## src/scmr_pkg.sv

```systemverilog
// Shared types, constants and helper functions of the SCCB register-access master.
package scmr_pkg;

  localparam int TIMER_BITS = 16;
  localparam int LOAD_W     = (TIMER_BITS > 16) ? TIMER_BITS : 16;

  localparam int IN_DEPTH  = 2;
  localparam int OUT_DEPTH = 2;

  localparam logic [1:0] CFG_DEVICE_ADDRESS = 2'd0;
  localparam logic [1:0] CFG_HALF_PERIOD    = 2'd1;
  localparam logic [1:0] CFG_GAP            = 2'd2;

  localparam logic [7:0]  DEVICE_ADDRESS_RST = 8'd66;
  localparam logic [15:0] HALF_PERIOD_RST    = 16'd50;
  localparam logic [15:0] GAP_RST            = 16'd100;
  localparam logic [7:0]  READ_ADDR_BIT      = 8'h01;

  localparam logic KIND_WRITE = 1'b0;
  localparam logic KIND_READ  = 1'b1;

  typedef enum logic [4:0] {
    P_IDLE, P_START_A, P_START_B, P_WBIT_LO, P_WBIT_HI, P_ACK_LO, P_ACK_HI,
    P_GAP, P_STOP_A, P_STOP_B, P_STOP_C, P_RBIT_LO, P_RBIT_HI,
    P_NACK_A, P_NACK_B, P_NACK_C, P_NACK_D
  } phase_t;

  typedef enum logic [3:0] {
    A_START, A_WID, A_WRID, A_WREG, A_WDATA, A_GAP, A_STOP, A_READ, A_NACK, A_END
  } act_t;

  typedef struct packed {
    logic       request;
    logic       kind;
    logic [7:0] register_address;
    logic [7:0] write_value;
    logic       sda_in;
  } tick_t;

  typedef struct packed {
    logic       scl;
    logic       sda_out;
    logic       sda_drive;
    logic       busy_res;
    logic       done_res;
    logic       ack_error;
    logic [7:0] read_value;
  } res_t;

  function automatic act_t plan_act(input logic kind, input logic [3:0] step);
    act_t a;
    a = A_END;
    if (kind == KIND_READ) begin
      case (step)
        4'd0:    a = A_START;
        4'd1:    a = A_WID;
        4'd2:    a = A_GAP;
        4'd3:    a = A_WREG;
        4'd4:    a = A_GAP;
        4'd5:    a = A_STOP;
        4'd6:    a = A_GAP;
        4'd7:    a = A_START;
        4'd8:    a = A_WRID;
        4'd9:    a = A_GAP;
        4'd10:   a = A_READ;
        4'd11:   a = A_NACK;
        4'd12:   a = A_STOP;
        default: a = A_END;
      endcase
    end else begin
      case (step)
        4'd0:    a = A_START;
        4'd1:    a = A_WID;
        4'd2:    a = A_GAP;
        4'd3:    a = A_WREG;
        4'd4:    a = A_GAP;
        4'd5:    a = A_WDATA;
        4'd6:    a = A_STOP;
        default: a = A_END;
      endcase
    end
    return a;
  endfunction

  function automatic logic [TIMER_BITS-1:0] load_of(input logic [15:0] dur);
    logic [LOAD_W-1:0] v;
    logic [LOAD_W-1:0] tmask;
    tmask = LOAD_W'({TIMER_BITS{1'b1}});
    v = (dur == 16'd0) ? '0 : (LOAD_W'(dur) - LOAD_W'(1));
    if (v > tmask) begin
      v = tmask;
    end
    return v[TIMER_BITS-1:0];
  endfunction

endpackage

```

## src/scmr_front.sv

```systemverilog
// Front end: accepts tick words into a short queue ahead of the bus sequencer.
module scmr_front import scmr_pkg::*; (
  input  logic       clk,
  input  logic       rst_n,
  input  logic       push,
  output logic       full,
  input  logic       in_request,
  input  logic       in_kind,
  input  logic [7:0] in_register_address,
  input  logic [7:0] in_write_value,
  input  logic       in_sda_in,
  input  logic       take,
  output logic       valid,
  output tick_t      tick
);

  localparam int IW = $clog2(IN_DEPTH);

  tick_t            q_r [IN_DEPTH];
  logic [IW-1:0]    wp_r, wp_nxt;
  logic [IW-1:0]    rp_r, rp_nxt;
  logic [IW:0]      cnt_r, cnt_nxt;
  logic             wr, rd;
  tick_t            word;

  assign full  = (cnt_r == (IW+1)'(IN_DEPTH));
  assign valid = (cnt_r != '0);
  assign wr    = push && !full;
  assign rd    = take && valid;
  assign tick  = q_r[rp_r];

  always_comb begin
    word.request          = in_request;
    word.kind             = in_kind;
    word.register_address = in_register_address;
    word.write_value      = in_write_value;
    word.sda_in           = in_sda_in;
    wp_nxt  = wr ? wp_r + IW'(1) : wp_r;
    rp_nxt  = rd ? rp_r + IW'(1) : rp_r;
    cnt_nxt = cnt_r + (IW+1)'(wr) - (IW+1)'(rd);
  end

  always_ff @(posedge clk) begin
    if (!rst_n) begin
      wp_r  <= '0;
      rp_r  <= '0;
      cnt_r <= '0;
    end else begin
      wp_r  <= wp_nxt;
      rp_r  <= rp_nxt;
      cnt_r <= cnt_nxt;
    end
  end

  always_ff @(posedge clk) begin
    if (wr) begin
      q_r[wp_r] <= word;
    end
  end

endmodule

```

## src/scmr_seq.sv

```systemverilog
// Back end: SCCB bus sequencer, one tick word per step, with its configuration registers.
module scmr_seq import scmr_pkg::*; (
  input  logic        clk,
  input  logic        rst_n,
  input  logic        cfg_wen,
  input  logic [1:0]  cfg_index,
  input  logic [15:0] cfg_wdata,
  input  logic        tick_valid,
  input  tick_t       tick,
  output logic        tick_take,
  input  logic        res_room,
  output logic        res_wr,
  output res_t        res
);

  logic [7:0]            dev_r;
  logic [15:0]           half_r;
  logic [15:0]           gap_r;

  phase_t                phase_r, phase_nxt, c_phase, tgt;
  logic [TIMER_BITS-1:0] timer_r, timer_nxt, c_timer;
  logic [3:0]            bit_r, bit_nxt;
  logic [7:0]            shift_r, shift_nxt, shift_a;
  logic                  err_r, err_nxt, c_err;
  logic                  kind_r, kind_nxt, c_kind;
  logic [7:0]            reg_r, reg_nxt, c_reg;
  logic [7:0]            val_r, val_nxt, c_val;
  logic [3:0]            seq_r, seq_nxt, c_seq;
  logic                  scl_r, scl_nxt, c_scl;
  logic                  sda_r, sda_nxt, c_sda;
  logic                  first_r, first_nxt, c_first;

  logic                  step, start, drive, tmr_zero, do_enter, next_act, done_now;
  act_t                  act;

  assign step      = tick_valid && res_room;
  assign tick_take = step;
  assign res_wr    = step;

  always_comb begin
    start   = (phase_r == P_IDLE) && tick.request;
    c_phase = phase_r;
    c_timer = timer_r;
    c_scl   = scl_r;
    c_sda   = sda_r;
    c_kind  = kind_r;
    c_reg   = reg_r;
    c_val   = val_r;
    c_seq   = seq_r;
    c_err   = err_r;
    c_first = first_r;
    if (start) begin
      c_phase = P_START_A;
      c_timer = load_of(half_r);
      c_scl   = 1'b1;
      c_sda   = 1'b1;
      c_kind  = tick.kind;
      c_reg   = tick.register_address;
      c_val   = tick.write_value;
      c_seq   = '0;
      c_err   = 1'b0;
      c_first = 1'b1;
    end

    drive = !(c_phase == P_ACK_LO || c_phase == P_ACK_HI ||
              c_phase == P_RBIT_LO || c_phase == P_RBIT_HI);
    tmr_zero = (c_timer == '0);

    shift_a = shift_r;
    if (c_phase == P_RBIT_HI && c_first) begin
      shift_a = {shift_r[6:0], tick.sda_in};
    end

    phase_nxt = c_phase;
    timer_nxt = c_timer;
    bit_nxt   = bit_r;
    shift_nxt = shift_a;
    err_nxt   = c_err | (c_phase == P_ACK_HI && tmr_zero && c_kind == KIND_WRITE &&
                         tick.sda_in);
    kind_nxt  = c_kind;
    reg_nxt   = c_reg;
    val_nxt   = c_val;
    seq_nxt   = c_seq;
    scl_nxt   = c_scl;
    sda_nxt   = c_sda;
    first_nxt = 1'b0;
    tgt       = P_IDLE;
    do_enter  = 1'b0;
    next_act  = 1'b0;
    done_now  = 1'b0;
    act       = A_END;

    if (c_phase == P_IDLE) begin
      first_nxt = c_first;
      err_nxt   = c_err;
    end else if (!tmr_zero) begin
      timer_nxt = c_timer - TIMER_BITS'(1);
    end else begin
      case (c_phase)
        P_START_A: begin
          tgt = P_START_B;
          do_enter = 1'b1;
        end
        P_WBIT_LO: begin
          tgt = P_WBIT_HI;
          do_enter = 1'b1;
        end
        P_WBIT_HI: begin
          shift_nxt = {shift_a[6:0], 1'b0};
          bit_nxt   = bit_r + 4'd1;
          tgt       = bit_nxt[3] ? P_ACK_LO : P_WBIT_LO;
          do_enter  = 1'b1;
        end
        P_ACK_LO: begin
          tgt = P_ACK_HI;
          do_enter = 1'b1;
        end
        P_STOP_A: begin
          tgt = P_STOP_B;
          do_enter = 1'b1;
        end
        P_STOP_B: begin
          tgt = P_STOP_C;
          do_enter = 1'b1;
        end
        P_RBIT_LO: begin
          tgt = P_RBIT_HI;
          do_enter = 1'b1;
        end
        P_RBIT_HI: begin
          bit_nxt = bit_r + 4'd1;
          if (bit_nxt[3]) begin
            next_act = 1'b1;
          end else begin
            tgt = P_RBIT_LO;
            do_enter = 1'b1;
          end
        end
        P_NACK_A: begin
          tgt = P_NACK_B;
          do_enter = 1'b1;
        end
        P_NACK_B: begin
          tgt = P_NACK_C;
          do_enter = 1'b1;
        end
        P_NACK_C: begin
          tgt = P_NACK_D;
          do_enter = 1'b1;
        end
        default: begin
          next_act = 1'b1;
        end
      endcase
    end

    if (next_act) begin
      seq_nxt = c_seq + 4'd1;
      act     = plan_act(c_kind, seq_nxt);
      case (act)
        A_START: begin
          tgt = P_START_A;
          do_enter = 1'b1;
        end
        A_WID: begin
          shift_nxt = dev_r;
          bit_nxt   = '0;
          tgt       = P_WBIT_LO;
          do_enter  = 1'b1;
        end
        A_WRID: begin
          shift_nxt = dev_r | READ_ADDR_BIT;
          bit_nxt   = '0;
          tgt       = P_WBIT_LO;
          do_enter  = 1'b1;
        end
        A_WREG: begin
          shift_nxt = c_reg;
          bit_nxt   = '0;
          tgt       = P_WBIT_LO;
          do_enter  = 1'b1;
        end
        A_WDATA: begin
          shift_nxt = c_val;
          bit_nxt   = '0;
          tgt       = P_WBIT_LO;
          do_enter  = 1'b1;
        end
        A_GAP: begin
          tgt = P_GAP;
          do_enter = 1'b1;
        end
        A_STOP: begin
          tgt = P_STOP_A;
          do_enter = 1'b1;
        end
        A_READ: begin
          shift_nxt = '0;
          bit_nxt   = '0;
          tgt       = P_RBIT_LO;
          do_enter  = 1'b1;
        end
        A_NACK: begin
          tgt = P_NACK_A;
          do_enter = 1'b1;
        end
        default: begin
          phase_nxt = P_IDLE;
          timer_nxt = '0;
          done_now  = 1'b1;
        end
      endcase
    end

    if (do_enter) begin
      phase_nxt = tgt;
      first_nxt = 1'b1;
      timer_nxt = load_of((tgt == P_GAP) ? gap_r : half_r);
      case (tgt)
        P_START_A: begin
          scl_nxt = 1'b1;
          sda_nxt = 1'b1;
        end
        P_START_B: begin
          scl_nxt = 1'b1;
          sda_nxt = 1'b0;
        end
        P_WBIT_LO: begin
          scl_nxt = 1'b0;
          sda_nxt = shift_nxt[7];
        end
        P_WBIT_HI, P_ACK_HI, P_RBIT_HI, P_STOP_B: begin
          scl_nxt = 1'b1;
        end
        P_ACK_LO, P_RBIT_LO, P_NACK_C: begin
          scl_nxt = 1'b0;
        end
        P_STOP_A, P_NACK_D: begin
          sda_nxt = 1'b0;
        end
        P_STOP_C: begin
          sda_nxt = 1'b1;
        end
        P_NACK_B: begin
          scl_nxt = 1'b1;
          sda_nxt = 1'b1;
        end
        default: begin
          scl_nxt = c_scl;
        end
      endcase
    end
  end

  always_comb begin
    if (c_phase == P_IDLE) begin
      res.scl       = 1'b1;
      res.sda_out   = 1'b1;
      res.sda_drive = 1'b1;
      res.busy_res  = 1'b0;
    end else begin
      res.scl       = c_scl;
      res.sda_out   = drive && c_sda;
      res.sda_drive = drive;
      res.busy_res  = 1'b1;
    end
    res.done_res   = done_now;
    res.ack_error  = done_now && (c_kind == KIND_WRITE) && err_nxt;
    res.read_value = (done_now && c_kind == KIND_READ) ? shift_nxt : 8'd0;
  end

  always_ff @(posedge clk) begin
    if (!rst_n) begin
      dev_r   <= DEVICE_ADDRESS_RST;
      half_r  <= HALF_PERIOD_RST;
      gap_r   <= GAP_RST;
      phase_r <= P_IDLE;
      timer_r <= '0;
      bit_r   <= '0;
      shift_r <= '0;
      err_r   <= 1'b0;
      kind_r  <= 1'b0;
      reg_r   <= '0;
      val_r   <= '0;
      seq_r   <= '0;
      scl_r   <= 1'b1;
      sda_r   <= 1'b1;
      first_r <= 1'b0;
    end else begin
      if (cfg_wen) begin
        case (cfg_index)
          CFG_DEVICE_ADDRESS: dev_r  <= cfg_wdata[7:0];
          CFG_HALF_PERIOD:    half_r <= cfg_wdata;
          CFG_GAP:            gap_r  <= cfg_wdata;
          default:            dev_r  <= dev_r;
        endcase
      end
      if (step) begin
        phase_r <= phase_nxt;
        timer_r <= timer_nxt;
        bit_r   <= bit_nxt;
        shift_r <= shift_nxt;
        err_r   <= err_nxt;
        kind_r  <= kind_nxt;
        reg_r   <= reg_nxt;
        val_r   <= val_nxt;
        seq_r   <= seq_nxt;
        scl_r   <= scl_nxt;
        sda_r   <= sda_nxt;
        first_r <= first_nxt;
      end
    end
  end

  a_done_to_idle: assert property (@(posedge clk) disable iff (!rst_n)
    step && done_now |=> phase_r == P_IDLE)
    else $error("sequencer not idle after finishing a transaction");

  a_read_phases: assert property (@(posedge clk) disable iff (!rst_n)
    (phase_r == P_RBIT_LO || phase_r == P_RBIT_HI || phase_r == P_NACK_A ||
     phase_r == P_NACK_D) |-> kind_r == KIND_READ)
    else $error("read-only bus phase during a write");

  a_hold_stall: assert property (@(posedge clk) disable iff (!rst_n)
    !step |=> $stable(phase_r) && $stable(timer_r))
    else $error("sequencer advanced without a tick word");

  a_bit_range: assert property (@(posedge clk) disable iff (!rst_n)
    bit_r[3] |-> bit_r[2:0] == 3'd0)
    else $error("bit counter beyond eight");

endmodule

```

## src/scmr_outq.sv

```systemverilog
// Result queue between the bus sequencer and the result ports.
module scmr_outq import scmr_pkg::*; (
  input  logic clk,
  input  logic rst_n,
  input  logic wr,
  input  res_t wdata,
  output logic room,
  input  logic pop,
  output logic empty,
  output res_t rdata
);

  localparam int IW = $clog2(OUT_DEPTH);

  res_t          q_r [OUT_DEPTH];
  logic [IW-1:0] wp_r, wp_nxt;
  logic [IW-1:0] rp_r, rp_nxt;
  logic [IW:0]   cnt_r, cnt_nxt;
  logic          wen, rd;

  assign room  = (cnt_r != (IW+1)'(OUT_DEPTH));
  assign empty = (cnt_r == '0);
  assign wen   = wr && room;
  assign rd    = pop && !empty;
  assign rdata = q_r[rp_r];

  always_comb begin
    wp_nxt  = wen ? wp_r + IW'(1) : wp_r;
    rp_nxt  = rd ? rp_r + IW'(1) : rp_r;
    cnt_nxt = cnt_r + (IW+1)'(wen) - (IW+1)'(rd);
  end

  always_ff @(posedge clk) begin
    if (!rst_n) begin
      wp_r  <= '0;
      rp_r  <= '0;
      cnt_r <= '0;
    end else begin
      wp_r  <= wp_nxt;
      rp_r  <= rp_nxt;
      cnt_r <= cnt_nxt;
    end
  end

  always_ff @(posedge clk) begin
    if (wen) begin
      q_r[wp_r] <= wdata;
    end
  end

endmodule

```

## src/sccb_master_register_access_top.sv

```systemverilog
// SCCB register-access master: each input word is one bus tick and yields one result word
// with the line levels and status for that tick. The block takes one word every clock cycle
// when the result side keeps popping; a pushed word is held in the two-entry input queue
// until the sequencer takes it, and its result is written into the two-entry result queue
// that drives the out_ ports. Configuration writes take effect at once and are meant for
// idle periods; every bus phase lasts half_period_ticks ticks and every byte gap gap_ticks
// ticks, a value of zero acting as one tick.
module sccb_master_register_access_top import scmr_pkg::*; (
  input  logic        clk,
  input  logic        rst_n,
  input  logic        cfg_wen,
  input  logic [1:0]  cfg_index,
  input  logic [15:0] cfg_wdata,
  input  logic        push,
  output logic        full,
  input  logic        in_request,
  input  logic        in_kind,
  input  logic [7:0]  in_register_address,
  input  logic [7:0]  in_write_value,
  input  logic        in_sda_in,
  output logic        empty,
  input  logic        pop,
  output logic        out_scl,
  output logic        out_sda_out,
  output logic        out_sda_drive,
  output logic        out_busy_res,
  output logic        out_done_res,
  output logic        out_ack_error,
  output logic [7:0]  out_read_value
);

  tick_t tick;
  logic  tick_valid, tick_take;
  logic  res_room, res_wr;
  res_t  res, res_q;

  scmr_front u_front (
    .clk                 (clk),
    .rst_n               (rst_n),
    .push                (push),
    .full                (full),
    .in_request          (in_request),
    .in_kind             (in_kind),
    .in_register_address (in_register_address),
    .in_write_value      (in_write_value),
    .in_sda_in           (in_sda_in),
    .take                (tick_take),
    .valid               (tick_valid),
    .tick                (tick)
  );

  scmr_seq u_seq (
    .clk        (clk),
    .rst_n      (rst_n),
    .cfg_wen    (cfg_wen),
    .cfg_index  (cfg_index),
    .cfg_wdata  (cfg_wdata),
    .tick_valid (tick_valid),
    .tick       (tick),
    .tick_take  (tick_take),
    .res_room   (res_room),
    .res_wr     (res_wr),
    .res        (res)
  );

  scmr_outq u_outq (
    .clk   (clk),
    .rst_n (rst_n),
    .wr    (res_wr),
    .wdata (res),
    .room  (res_room),
    .pop   (pop),
    .empty (empty),
    .rdata (res_q)
  );

  assign out_scl        = res_q.scl;
  assign out_sda_out    = res_q.sda_out;
  assign out_sda_drive  = res_q.sda_drive;
  assign out_busy_res   = res_q.busy_res;
  assign out_done_res   = res_q.done_res;
  assign out_ack_error  = res_q.ack_error;
  assign out_read_value = res_q.read_value;

endmodule

```

## config.mk

```make
export PLATFORM = sky130hd
export DESIGN_NAME = sccb_master_register_access_top
export DESIGN_NICKNAME = d
export VERILOG_FILES = /design/src/scmr_pkg.sv /design/src/scmr_front.sv /design/src/scmr_seq.sv /design/src/scmr_outq.sv /design/src/sccb_master_register_access_top.sv
export SDC_FILE = /design/constraint.sdc
export NUM_CORES = 1
export LEC_CHECK = 0
export ABC_AREA = 1
export BUFFER_PORTS_ARGS = -buffer_cell sky130_fd_sc_hd__clkbuf_2
export CORE_MARGIN = 1
export CORE_UTILIZATION = 55
export CTS_CLUSTER_DIAMETER = 80
export DETAILED_ROUTE_END_ITERATION = 12
export PLACE_DENSITY = 0.7
export SETUP_SLACK_MARGIN = 0.05
export SYNTH_ARGS = -nofsm -noshare
export SYNTH_HDL_FRONTEND = slang
export SYNTH_SLANG_ARGS = --single-unit
```

## constraint.sdc

```tcl
create_clock -name clk -period 10.2 [get_ports clk]
set_clock_uncertainty 0.2 [all_clocks]
set_input_delay 0.51 -clock clk [delete_from_list [all_inputs] [get_ports clk]]
set_output_delay 0.51 -clock clk [all_outputs]
set_load 0.05 [all_outputs]
```

* Word-level counts from Yosys, hierarchy flattened
Memory sizes are Yosys's and may differ from the RTL's. A register that Yosys moved wholly into a read port is not among the register bits.
Index checks and enable logic that the tools add are counted.
** Cells by class
- Mux-type cells :: 74
- Magnitude comparators :: 2
- Add/sub/neg operators :: 13
- Equality and inequality tests :: 45
- Reduce and logical (&&, ||, !) cells :: 43
- Bitwise logic cells :: 2
** Operators with widths (number)
- $mux W16 :: 11
- $eq A5 B4 Y1 const B :: 14
- $mux W8 :: 8
- $pmux W5 S11 :: 1
- $logic_not A16 Y1 :: 3
- $sub A16 B1 Y16 const B :: 3
- $mux W4 :: 11
- $pmux W8 S5 :: 1
- $eq A5 B3 Y1 const B :: 7
- $mux W5 :: 7
- $gt A16 B16 Y1 const B :: 2
- $pmux W5 S6 :: 1
- $eq A4 B3 Y1 const B :: 7
- $mux W1 :: 28
- $pmux W4 S6 :: 1
- $eq A4 B2 Y1 const B :: 4
- $eq A5 B2 Y1 const B :: 3
- $logic_and A1 B1 Y1 :: 14
- $eq A5 B1 Y1 const B :: 2
- $logic_not A5 Y1 :: 2
- $reduce_or A10 Y1 :: 1
- $reduce_or A9 Y1 :: 1
- $add A4 B1 Y4 const B :: 2
- $eq A4 B1 Y1 const B :: 2
- other kinds (24) :: 43
** Word-level totals
- Register bits after elaboration :: 106
- Memories :: 3
- RAM bits :: 66
- ROM bits :: 64
** Memories
- (no name shown) :: words 16, width 4, read ports 1, clocked after memory_dff 0, write ports 0, RTL line scmr_pkg.sv:54 : case (step)
- u_front.q_r :: words 2, width 19, read ports 1, clocked after memory_dff 1, write ports 1, RTL line scmr_front.sv:19 : tick_t q_r [IN_DEPTH];
- u_outq.q_r :: words 2, width 14, read ports 1, clocked after memory_dff 1, write ports 1, RTL line scmr_outq.sv:15 : res_t q_r [OUT_DEPTH];

* Longest topological paths before layout
- Depth after elaboration :: 20
- Depth in mapped cells :: 38
- Mapped depth without buffers :: 36

* Cells and area by module
From an unflattened synthesis, not the netlist that was laid out.
** Unflattened totals
- Cell total of the unflattened synthesis :: 1373
- Area total of the unflattened synthesis :: 10398.7 µm²
** By module, submodules not included
- scmr_seq :: times used 1, area an instance 7469.7 µm², sequential area each 1961.9 µm², cells an instance 1195
- scmr_front :: times used 1, area an instance 1675.4 µm², sequential area each 1241.2 µm², cells an instance 98
- scmr_outq :: times used 1, area an instance 1253.7 µm², sequential area each 940.9 µm², cells an instance 80

* Least setup slack after synthesis
Ideal clock, no wire load.
- Kind :: register to register
- From :: reg (tool-made name)
- To :: reg u_seq.timer_r[1]
- Cell stages (with the launch flop) :: 31
- Path buffers :: 4
- Clock period less this slack :: 4314 ps
- Required time :: 9885 ps
- Setup slack :: 5886 ps
- Arrival time :: 4000 ps
- Setup time :: 115 ps
- Cells stage by stage :: dfxtp_1 -> buf_4 -> nand2_2 -> nand2_2 -> inv_2 -> nor2_4 -> buf_6 -> clkbuf_1 -> o22ai_1 -> inv_1 -> ha_1 -> inv_1 -> nor2_1 -> nand2_1 -> nor2_1 -> nand3_1 -> nor2_1 -> nand4_1 -> inv_2 -> nand2_1 -> o21bai_1 -> nand3_1 -> buf_4 -> o21ai_2 -> ha_1 -> nand3_1 -> nor2_4 -> nand4_4 -> nand2_4 -> nor2_1 -> o21a_1
** RTL lines
- end signal, assigned :: RTL line scmr_seq.sv:300 : timer_r <= timer_nxt;
- end, declared :: RTL line scmr_seq.sv:21 : logic [TIMER_BITS-1:0] timer_r, timer_nxt, c_timer;

==> tab_implementation.tex <==
\begin{tabular}{lr}
\hline
Metric & Value \\
\hline
\multicolumn{2}{l}{\textbf{Logic synthesis}} \\
Asr flop ratio synth & 0\% \\
Top-count cell post-synth & sky130\_fd\_sc\_hd\_\_nand2\_1 \\
Cell types with the largest area share after synthesis & sky130\_fd\_sc\_hd\_\_dfxtp\_1 21\%, sky130\_fd\_sc\_hd\_\_edfxtp\_1 19\%, sky130\_fd\_sc\_hd\_\_nand2\_1 12\% \\
Most instantiated flip-flop cell in the synthesis netlist & sky130\_fd\_sc\_hd\_\_dfxtp\_1 \\
Cells after Synth & 1371 \\
Seq cells post-synth & 174 \\
Synth top area share & 21.2\% \\
Number of distinct library cell variants in the gate-level netlist after synthesis & just under 60 \\
Synth Warn \# & 0 \\
Netlist area before placement & between 10000 and 15000 um2 \\
Syn nets & about 1400 \\
Top cells by instance count after synthesis & 329 x sky130\_fd\_sc\_hd\_\_nand2\_1, 193 x sky130\_fd\_sc\_hd\_\_nor2\_1, 113 x sky130\_fd\_sc\_hd\_\_inv\_1, 108 x sky130\_fd\_sc\_hd\_\_dfxtp\_1, 97 x sky130\_fd\_sc\_hd\_\_o21ai\_0 \\
Cell type with the largest total area after synthesis & sky130\_fd\_sc\_hd\_\_dfxtp\_1 \\
Mean instance size in the synthesized netlist & 7.45 um2 \\
Fraction of the yosys area taken by sequential cells & roughly 40\% \\
Count of flip-flops with a built-in enable after synthesis & between 60 and 70 \\
\multicolumn{2}{l}{\textbf{Worst hold path}} \\
Worst Hold Class & input pin to flop \\
Sink of the worst hold path & u\_front.q\_r[1][1]\$\_DFFE\_PP\_ \\
Worst hold path depth & 1 \\
Launch point of the worst hold path & in\_write\_value[0] \\
\multicolumn{2}{l}{\textbf{Place}} \\
Port Buffers & between 50 and 60 \\
Final estimated routing congestion in global placement & about 1 \\
Hpwl dp & between 15000 and 20000 um \\
Post-DP Area & approximately 11000 um2 \\
\multicolumn{2}{l}{\textbf{Cells and area}} \\
Storage element area & between 4000 and 5000 um2 \\
Ratio of cells with drive above 1 in the final layout & between 10\% and 20\% \\
Number of inserted filler cells in the final layout & between 1500 and 2000 \\
Area grow syn2layout & 10.3\% \\
Final instance area & between 10000 and 15000 um2 \\
Number of inserted diodes & 0 \\
Net total in the final layout & about 1500 \\
Area used by multi-input combinational logic & between 5000 and 6000 um2 \\
Final Util & between 60 and 70\% \\
\multicolumn{2}{l}{\textbf{Critical path}} \\
Sort of element at the start of the critical path & flop \\
Worst path max stage delay & between 0.7 and 0.8 ns \\
Reg2Reg Depth & 31 \\
CP Data Arrival Time & 6.79 ns \\
Type of the setup path with the least slack & flop to flop \\
Slowest library cell on the worst path & sky130\_fd\_sc\_hd\_\_dfxtp\_1 \\
FF-to-FF End & u\_seq.timer\_r[1]\$\_SDFFE\_PN0P\_ \\
Most frequent cell on the critical path & sky130\_fd\_sc\_hd\_\_nand2\_1 \\
Data required time at the worst endpoint & around 10 ns \\
Register-to-Register Setup Slack & 3.54 ns \\
Largest fanout on the critical path & 43 \\
Critical Path Sink Type & flop \\
\multicolumn{2}{l}{\textbf{Timing}} \\
Max transition margin & 28.2\% \\
Slew @ Worst Pin & between 1 and 1.5 ns \\
Final Hold Violating Endpoints & 0 \\
Total negative setup slack & 0 ns \\
Post-route minimum period & 6.66 ns \\
Setup violation total in the final timing report & 0 \\
Part of the cycle the worst path needs & 65.3\% \\
Maximum operating frequency & between 150 and 200 MHz \\
Final Max Tran Viols & 0 \\
Unrepaired setup endpoints after global routing & false \\
\multicolumn{2}{l}{\textbf{Power}} \\
Design Power & around 3.3 mW \\
Power density relative to cell area & slightly below 300 nW/um2 \\
Leakage dissipation & between 4 and 5 nW \\
IR drop worst, VDD & about 0.00017 V \\
\multicolumn{2}{l}{\textbf{Clocking}} \\
CTS tree & built \\
Clock buffer count from CTS & 17 \\
Clock network latency to the later pin of the worst-skew pair & roughly 0.45 ns \\
Clock root buffer & sky130\_fd\_sc\_hd\_\_clkbuf\_16 \\
Post-CTS Resized & 0 \\
Max Buffers Root-to-Sink & 2 \\
Post-CTS setup-driven buffer insertion count & 0 \\
Number of hold buffers added after cts & 0 \\
Total number of H-tree levels & 4 \\
Clock-pin slew reported for the worst setup and hold paths after clock tree synthesis & about 0.08 ns \\
Number of sinks driven by the clock tree & 174 \\
\multicolumn{2}{l}{\textbf{Floorplanning}} \\
Overall die height & approximately 140 um \\
Initial core utilization & between 50\% and 60\% \\
Overall die area & about 19000 um2 \\
Die W & approximately 140 um \\
Standard-cell rows & between 40 and 50 \\
Top-level port count & 58 \\
Core area & around 18000 um2 \\
\multicolumn{2}{l}{\textbf{Global routing}} \\
Pin count of the biggest net entering global routing & 85 \\
Total global routing overflow & 0 \\
Vias in the first global route & between 8000 and 9000 \\
Overall routing resource usage & about 29\% \\
First-pass GRT wire length & approximately 44000 um \\
Antenna violations before repair & 0 \\
\multicolumn{2}{l}{\textbf{Route}} \\
Number of DRC violations after detailed routing & 2 \\
Length of the first detailed-routing pass in iterations & 9 \\
Via/cell ratio & approximately 5.7 \\
Average routed wire per standard cell & 16.2 um \\
Routed Wire Length & about 27000 um \\
Number of DRC markers in iteration 0 & 990 \\
Vias post-DR & about 9400 \\
Number of nets with antenna violations after detailed routing & 0 \\
\multicolumn{2}{l}{\textbf{Flow run}} \\
Maximum capacitance violations & 0 \\
\multicolumn{2}{l}{\textbf{Outcome}} \\
Outcome & finished with violations \\
Violated checks & DRC \\
\hline
\end{tabular}
[layer usage]
metal	routed length [um]	GRT usage (%)
met5	0	0
met4	382	8.75
met1	12800	42.7
met3	2290	5.78
met2	11300	42.5
[critical path, delay by kind of cell (launching register included)]
kind                     cells  cell delay, ns
AND/OR/NAND/NOR             24            3.93
adder cells (fa/ha/maj)      2            0.49
flip-flops                   1            0.76
AO/OA/AOI/OAI                2            0.48
buffers and inverters        3            0.67
[flip-flops by register name, summed over array words and instances, names as in the netlist, 5 cells and up, named ones only]
register	flops
u_seq.gap_r	16
u_seq.half_r	16
u_seq.timer_r	16
u_seq.val_r	8
u_outq.q_r	28
u_seq.phase_r	5
u_front.q_r	38
u_seq.reg_r	8
u_seq.shift_r	8
u_seq.dev_r	8
[power breakdown]
part | leakage, nW | internal, mW | switching, mW
Combinational | 3.12 | 0.481 | 1.16
Clock | 0.306 | 0.358 | 0.332
Sequential | 1.49 | 0.896 | 0.100
Total | 4.91 | 1.73 | 1.60
[cells in the final DEF, fill, tap and decap left out, drive strengths merged, types with 3 or more instances in the layout]
cell,instances
o311ai,8
xor2,27
dfxtp,108
nand2,353
clkinv,7
mux2,14
xnor2,10
nand3,90
o2111ai,3
nand4,37
o21ai,107
o21bai,3
o22ai,3
mux2i,4
buf,10
ha,12
inv,141
o211ai,21
nor2,214
nor3,5
edfxtp,66
a21oi,77
a311oi,8
clkbuf,74
[area by class of cell]
cell class	instances	area share [%]
repair buffers	67	3.20
flip-flops and latches	174	36.8
clock buffers	17	3.78
well taps	229	2.54
multi-input cells	1016	47.4
clock inverters	15	1.80
inverters	134	4.49
[worst max-delay path by stage]
stage / startpoint / end / slack (ns) / cells after the start
finish: flop / u_seq.timer_r[1]$_SDFFE_PN0P_ / 3.54 / 31
global route: flop / u_seq.timer_r[0]$_SDFFE_PN0P_ / 2.88 / 32
CTS: flop / u_seq.timer_r[1]$_SDFFE_PN0P_ / 3.63 / 31
detailed placement: flop / u_seq.timer_r[0]$_SDFFE_PN0P_ / 3.66 / 32
global placement: flop / u_seq.timer_r[1]$_SDFFE_PN0P_ / 3.90 / 29
floorplan: flop / u_seq.timer_r[1]$_SDFFE_PN0P_ / 5.89 / 30
[logic make-up after synthesis]
kind of cell | share of synthesized area (%)
AND/OR/NAND/NOR | 31.5
XOR/XNOR | 3.17
flip-flops | 40.6
adder cells (fa/ha/maj) | 1.47
buffers and inverters | 7.24
AO/OA/AOI/OAI | 14.1
multiplexers | 1.94
[per-stage QoR]
step / hold WS, ns / cells / setup slack (ns)
detailed placement: 0.253 / 1620 / 3.66
CTS: 0.0449 / 1652 / 3.63
finish: 0.0517 / 1652 / 3.54
floorplan: 0.226 / 1371 / 5.89
global route: 0.0424 / 1652 / 2.88
global placement: 0.236 / 1620 / 3.90
No activity file was read; power rests on OpenSTA's default activity.
